### config.mk
export PLATFORM = sky130hd
export DESIGN_NAME = crp_ctrl
export DESIGN_NICKNAME = d
export VERILOG_FILES = /design/src/hdl/crp_pkg.sv /design/src/hdl/crp_ctrl.sv
export SDC_FILE = /design/constraint.sdc
export NUM_CORES = 1
export LEC_CHECK = 0
export ABC_AREA = 1
export BUFFER_PORTS_ARGS = -buffer_cell sky130_fd_sc_hd__buf_2
export CAP_MARGIN = 15
export CORE_MARGIN = 8
export CORE_UTILIZATION = 40
export DETAILED_ROUTE_END_ITERATION = 12
export HOLD_SLACK_MARGIN = 0.02
export PLACE_DENSITY = 0.63
export SYNTH_ARGS = -nofsm -noshare
export SYNTH_HDL_FRONTEND = slang
export SYNTH_SLANG_ARGS = --single-unit
### constraint.sdc
create_clock -name clk -period 1.3 [get_ports clk]
set_input_delay 0.13 -clock clk [delete_from_list [all_inputs] [get_ports clk]]
set_output_delay 0.13 -clock clk [all_outputs]
set_load 0.02 [all_outputs]
### src/hdl/crp_pkg.sv
// Shared types and constants for the polynomial-from-roots block.
// No dependencies; every other file of the block imports this package.
package crp_pkg;

	// Width of one root component (signed Q2.14).
	localparam int ROOT_W = 16;
	// Width of the coefficient index on the output channel.
	localparam int INDEX_W = 5;

	// Commands from the controller to the datapath.
	typedef struct packed {
		logic root_load;   // capture the root of the current input transfer
		logic step_issue;  // start one coefficient update step
		logic step_first;  // the step works on the topmost coefficient (old value zero)
		logic emit_read;   // read one stored coefficient for output
		logic out_load;    // load the output register from the read data
		logic out_last;    // the loaded coefficient closes the run
		logic out_ovf;     // run overflow flag to show with the coefficient
	} crp_cmd_t;

	// Status from the datapath to the controller.
	typedef struct packed {
		logic busy;      // update steps still in flight
		logic sat;       // a written coefficient was saturated this cycle
		logic out_free;  // the output register can take a coefficient this cycle
	} crp_status_t;

endpackage

### src/hdl/crp_ctrl.sv
// Controller of the polynomial-from-roots block: sequences update steps and emission.
// Depends on crp_pkg for the command and status structs.
module crp_ctrl import crp_pkg::*; #(
	parameter int MAX_ROOTS = 16,
	localparam int IDX_W = $clog2(MAX_ROOTS + 1)
) (
	input  logic             clk,
	input  logic             arst_n,
	input  logic             in_valid,
	input  logic             last_root,
	output logic             in_ready,
	input  crp_status_t      status,
	output crp_cmd_t         cmd,
	output logic [IDX_W-1:0] rd_addr,
	output logic [IDX_W-1:0] step_addr,
	output logic [IDX_W-1:0] out_index
);

	typedef enum logic [4:0] {
		S_IDLE    = 5'b00001,
		S_UPDATE  = 5'b00010,
		S_DRAIN   = 5'b00100,
		S_EMIT_RD = 5'b01000,
		S_EMIT_LD = 5'b10000
	} crp_state_t;

	localparam logic [IDX_W-1:0] MAX_CNT = IDX_W'(MAX_ROOTS);
	localparam logic [IDX_W-1:0] ONE_IDX = IDX_W'(1);

	crp_state_t       state_q, state_d;
	logic [IDX_W-1:0] count_q, count_d;
	logic [IDX_W-1:0] p_q, p_d;
	logic [IDX_W-1:0] idx_q, idx_d;
	logic             first_q, first_d;
	logic             last_q, last_d;
	logic             ovf_q, ovf_d;

	always_comb begin
		state_d   = state_q;
		count_d   = count_q;
		p_d       = p_q;
		idx_d     = idx_q;
		first_d   = first_q;
		last_d    = last_q;
		ovf_d     = ovf_q | status.sat;
		cmd       = '0;
		rd_addr   = idx_q;
		step_addr = p_q;
		out_index = idx_q;
		in_ready  = 1'b0;
		case (state_q)
			S_IDLE: begin
				in_ready = 1'b1;
				if (in_valid) begin
					cmd.root_load = 1'b1;
					last_d        = last_root;
					if (count_q < MAX_CNT) begin
						count_d = count_q + ONE_IDX;
						p_d     = count_q + ONE_IDX;
						first_d = 1'b1;
						state_d = S_UPDATE;
					end else begin
						// The store is full: the root is dropped and flagged.
						ovf_d = 1'b1;
						if (last_root) begin
							idx_d   = '0;
							state_d = S_EMIT_RD;
						end
					end
				end
			end
			S_UPDATE: begin
				cmd.step_issue = 1'b1;
				cmd.step_first = first_q;
				rd_addr        = p_q - ONE_IDX;
				first_d        = 1'b0;
				if (p_q == ONE_IDX) begin
					state_d = S_DRAIN;
				end else begin
					p_d = p_q - ONE_IDX;
				end
			end
			S_DRAIN: begin
				if (!status.busy) begin
					idx_d   = '0;
					state_d = last_q ? S_EMIT_RD : S_IDLE;
				end
			end
			S_EMIT_RD: begin
				cmd.emit_read = 1'b1;
				state_d       = S_EMIT_LD;
			end
			S_EMIT_LD: begin
				if (status.out_free) begin
					cmd.out_load = 1'b1;
					cmd.out_last = (idx_q == count_q);
					cmd.out_ovf  = ovf_q;
					if (idx_q == count_q) begin
						// Run complete: the store returns to the polynomial 1.
						count_d = '0;
						ovf_d   = 1'b0;
						state_d = S_IDLE;
					end else begin
						idx_d   = idx_q + ONE_IDX;
						state_d = S_EMIT_RD;
					end
				end
			end
			default: begin
				state_d = S_IDLE;
			end
		endcase
	end

	always_ff @(posedge clk or negedge arst_n) begin
		if (!arst_n) begin
			state_q <= S_IDLE;
			count_q <= '0;
			p_q     <= '0;
			idx_q   <= '0;
			first_q <= 1'b0;
			last_q  <= 1'b0;
			ovf_q   <= 1'b0;
		end else begin
			state_q <= state_d;
			count_q <= count_d;
			p_q     <= p_d;
			idx_q   <= idx_d;
			first_q <= first_d;
			last_q  <= last_d;
			ovf_q   <= ovf_d;
		end
	end

endmodule

==> metrics.txt <==
outcome finished with violations; failing checks setup timing; Final ANT Viol Nets 0; Yosys reg bits 23; Fillers 264; total core area 3720 sq um; crit path to rd_addr[1]; mux cell area share after synthesis 0%; crit path time final 1710 ps; total power 5.32 mW; R2R Path End state_q[0]; crit path launch type flop; clock buffer depth 2; Critical Path Start state_q[0]; nets 331; critical path's most frequent cell buf_6; Clock Tree Root clkbuf_8; CTS tree done; total grt overflow 0; Worst Path Required 1170 ps; critical-path cell list inv_2 -> nand4_4 -> inv_4 -> buf_6 -> buf_6 -> o21ai_2 -> buf_6; synthesis warning total 0; Max stage delay on crit path 560 ps; H-tree depth 1; row count 22; final wirelength 5.27 mm; Hold Vio Cnt, Final 0; RSZ-0062 raised after global routing yes; vias in the first global route 1811; Synth Area in Adders 3.18%; sequential cell area fraction in the yosys report 36.7%; Final Util 72.8%; die width 78.7 um; first drt pass iteration count 4; largest family of logic cells by synthesized area simple AND/OR/NAND/NOR gates; post-DR wirelength/cell 14.4 um; simple logic cell fraction of the synthesized area 37.6%; Slew @ Worst Pin 541 ps; CTS buffer count 3; Slew HR 63.9%; Routability Congestion 0.834; top cells by area, synth dfrtp_1, nand2_1, inv_1; Final Cycle Share 132%; final setup violating endpoints 35; P per Cell Area 1970 nW/um^2; Clock Sink Count 23; Iteration-0 DRC Markers 60; # port buffers 29; kind of critical path flop to output port; CP max stage cell dfstp_2; Cell Area, Synth 1570 sq um; Synth Area in Compound Gates 10.1%; Pleak 1.40 nW; Synth Area in XOR/XNOR 2.79%; initial antenna violation count 0; dominant cell type by area after synthesis dfrtp_1; Total GRT Usage 16.5%; share of the synthesized area in the top cell type 35.0%; Crit. End Element output port; R2R setup slack -380 ps; Worst Skew 9.52 ps; final setup margin -414 ps; fin. max-slew vios 0; Netlist cell types 26; Cells after Synth 219; fin area 2710 sq um; IO Pins 30; Hold Path Class primary input to flop; footprint of the multi-input gates 1070 sq um; Worst EP arrival 1580 ps; WHS 120 ps; layout cells sized above 1 52.7%; CTS clk-pin slew, worst paths 90 ps; diode count 0; pin count of the biggest net entering global routing 24; CP max FO 7; Fmax 584 MHz; Die Span Y 78.7 um; DP HPWL 3.36 mm; Area Growth Syn to Fin 72.2%; non-filler cells, final 367; reg2reg path depth 11; residual DRC count 0; vias per cell 4.88; sequential cell area 584 sq um; R2R Path Start state_q[0]; DIE AREA 6190 sq um; clock latency on the worst-skew pair 280 ps; VDD IR max 1.32 mV; starting density of the core 42.3%; dpl cells 340; vias post-DR 1791; first-pass GRT wire length 8.36 mm; Max Cap Violations 0; Mapped Avg Cell Area 7.18 sq um; syn nets 230; DP Area 2160 sq um
==> repair_timing <==
action	4_1_cts	5_1_grt
gates resized for setup	55	35
pin swaps	14	12
hold buffers	1	0
cloned	1	0
endpoints found under the setup margin	35	36
buffers inserted	20	5
endpoints found under the hold margin	22	0
==> cell families after synthesis <==
| kind of cell | Yosys count |
|---|---|
| adder cells (fa/ha/maj) | 4 |
| AND/OR/NAND/NOR | 122 |
| AO/OA/AOI/OAI | 28 |
| XOR/XNOR | 5 |
| flip-flops | 23 |
| buffers and inverters | 37 |
==> worst max-delay path, delay by kind of cell (launching register included) <==
family / cells / cell delay (ps)
and+or+nand+nor: 1 / 130
buffers and inverters: 5 / 520
AOI/OAI and AO/OA: 1 / 110
DFF: 1 / 560
==> layout by cell type, fill, tap and decap left out, drive strengths merged <==
cell type and count:
a21oi 3, buf 96, clkbuf 4, dfrtp 22, dfstp 1, dlygate4sd3 1
ha 4, inv 35, nand2 73, nand3 20, nand4 6, nor2 22
nor3 1, o21ai 25, or2 1, xnor2 2, xor2 3
==> flip-flops by register name, summed over array words and instances (netlist names) <==
register,count
ovf_q,1
out_index,5
last_q,1
count_q,5
state_q,5
first_q,1
step_addr,5
==> power by group <==
part | internal (mW) | switching, mW | leakage [nW] | total (mW)
logic | 1.71 | 2.04 | 1.09 | 3.75
clock network | 0.220 | 0.255 | 0.0228 | 0.475
registers | 0.914 | 0.179 | 0.291 | 1.09
==> worst min-delay path by stage <==
stage | startpoint | endpoint | depth (start not counted)
floorplan | arst_n | count_q[0] | 0
detailed placement | arst_n | step_addr[2] | 1
CTS | last_root | last_q | 3
global placement | arst_n | step_addr[2] | 1
global route | last_root | last_q | 3
finish | status[1] | ovf_q | 3
==> cells in the mapped netlist <==
| cell | count |
|---|---|
| a21oi_1 | 3 |
| buf_2 | 1 |
| buf_8 | 1 |
| dfrtp_1 | 22 |
| dfstp_2 | 1 |
| ha_1 | 4 |
| inv_1 | 31 |
| inv_2 | 4 |
| nand2_1 | 65 |
| nand2_2 | 5 |
| nand2_4 | 2 |
| nand3_1 | 18 |
| nand3_2 | 2 |
| nand4_1 | 4 |
| nand4_2 | 1 |
| nand4_4 | 1 |
| nor2_1 | 16 |
| nor2_2 | 3 |
| nor2_4 | 3 |
| nor3_1 | 1 |
| o21ai_0 | 14 |
| o21ai_1 | 6 |
| o21ai_2 | 5 |
| or2_2 | 1 |
| xnor2_1 | 2 |
| xor2_1 | 3 |
==> layer usage <==
metal | routed length (um) | share of wire (%) | track usage (%) | vias up
met3 | 201 | 3.8 | 2.39 | 10
met4 | 99 | 1.9 | 7.04 | 0
met2 | 2710 | 51 | 29.3 | 35
met5 | 0 | 0 | 0 | -
li1 | - | - | - | 899
met1 | 2260 | 43 | 19.2 | 847
==> layout make-up <==
cell class | count | area share [%]
Tap cell | 48 | 2.22
Clock buffer | 4 | 1.66
Sequential cell | 23 | 21.6
Inverter | 35 | 5.04
Timing Repair Buffer | 97 | 30.1
Multi-Input combinational cell | 160 | 39.4
==> stage by stage <==
step           setup WS, ps  TNS, ps
2_1_floorplan          -200    -2100
3_3_place_gp           -167    -3160
3_5_place_dp           -208    -3880
5_1_grt                -483   -12740
6_report               -414   -10340
4_1_cts                -370    -9020
(Power assumes the default switching activity.)
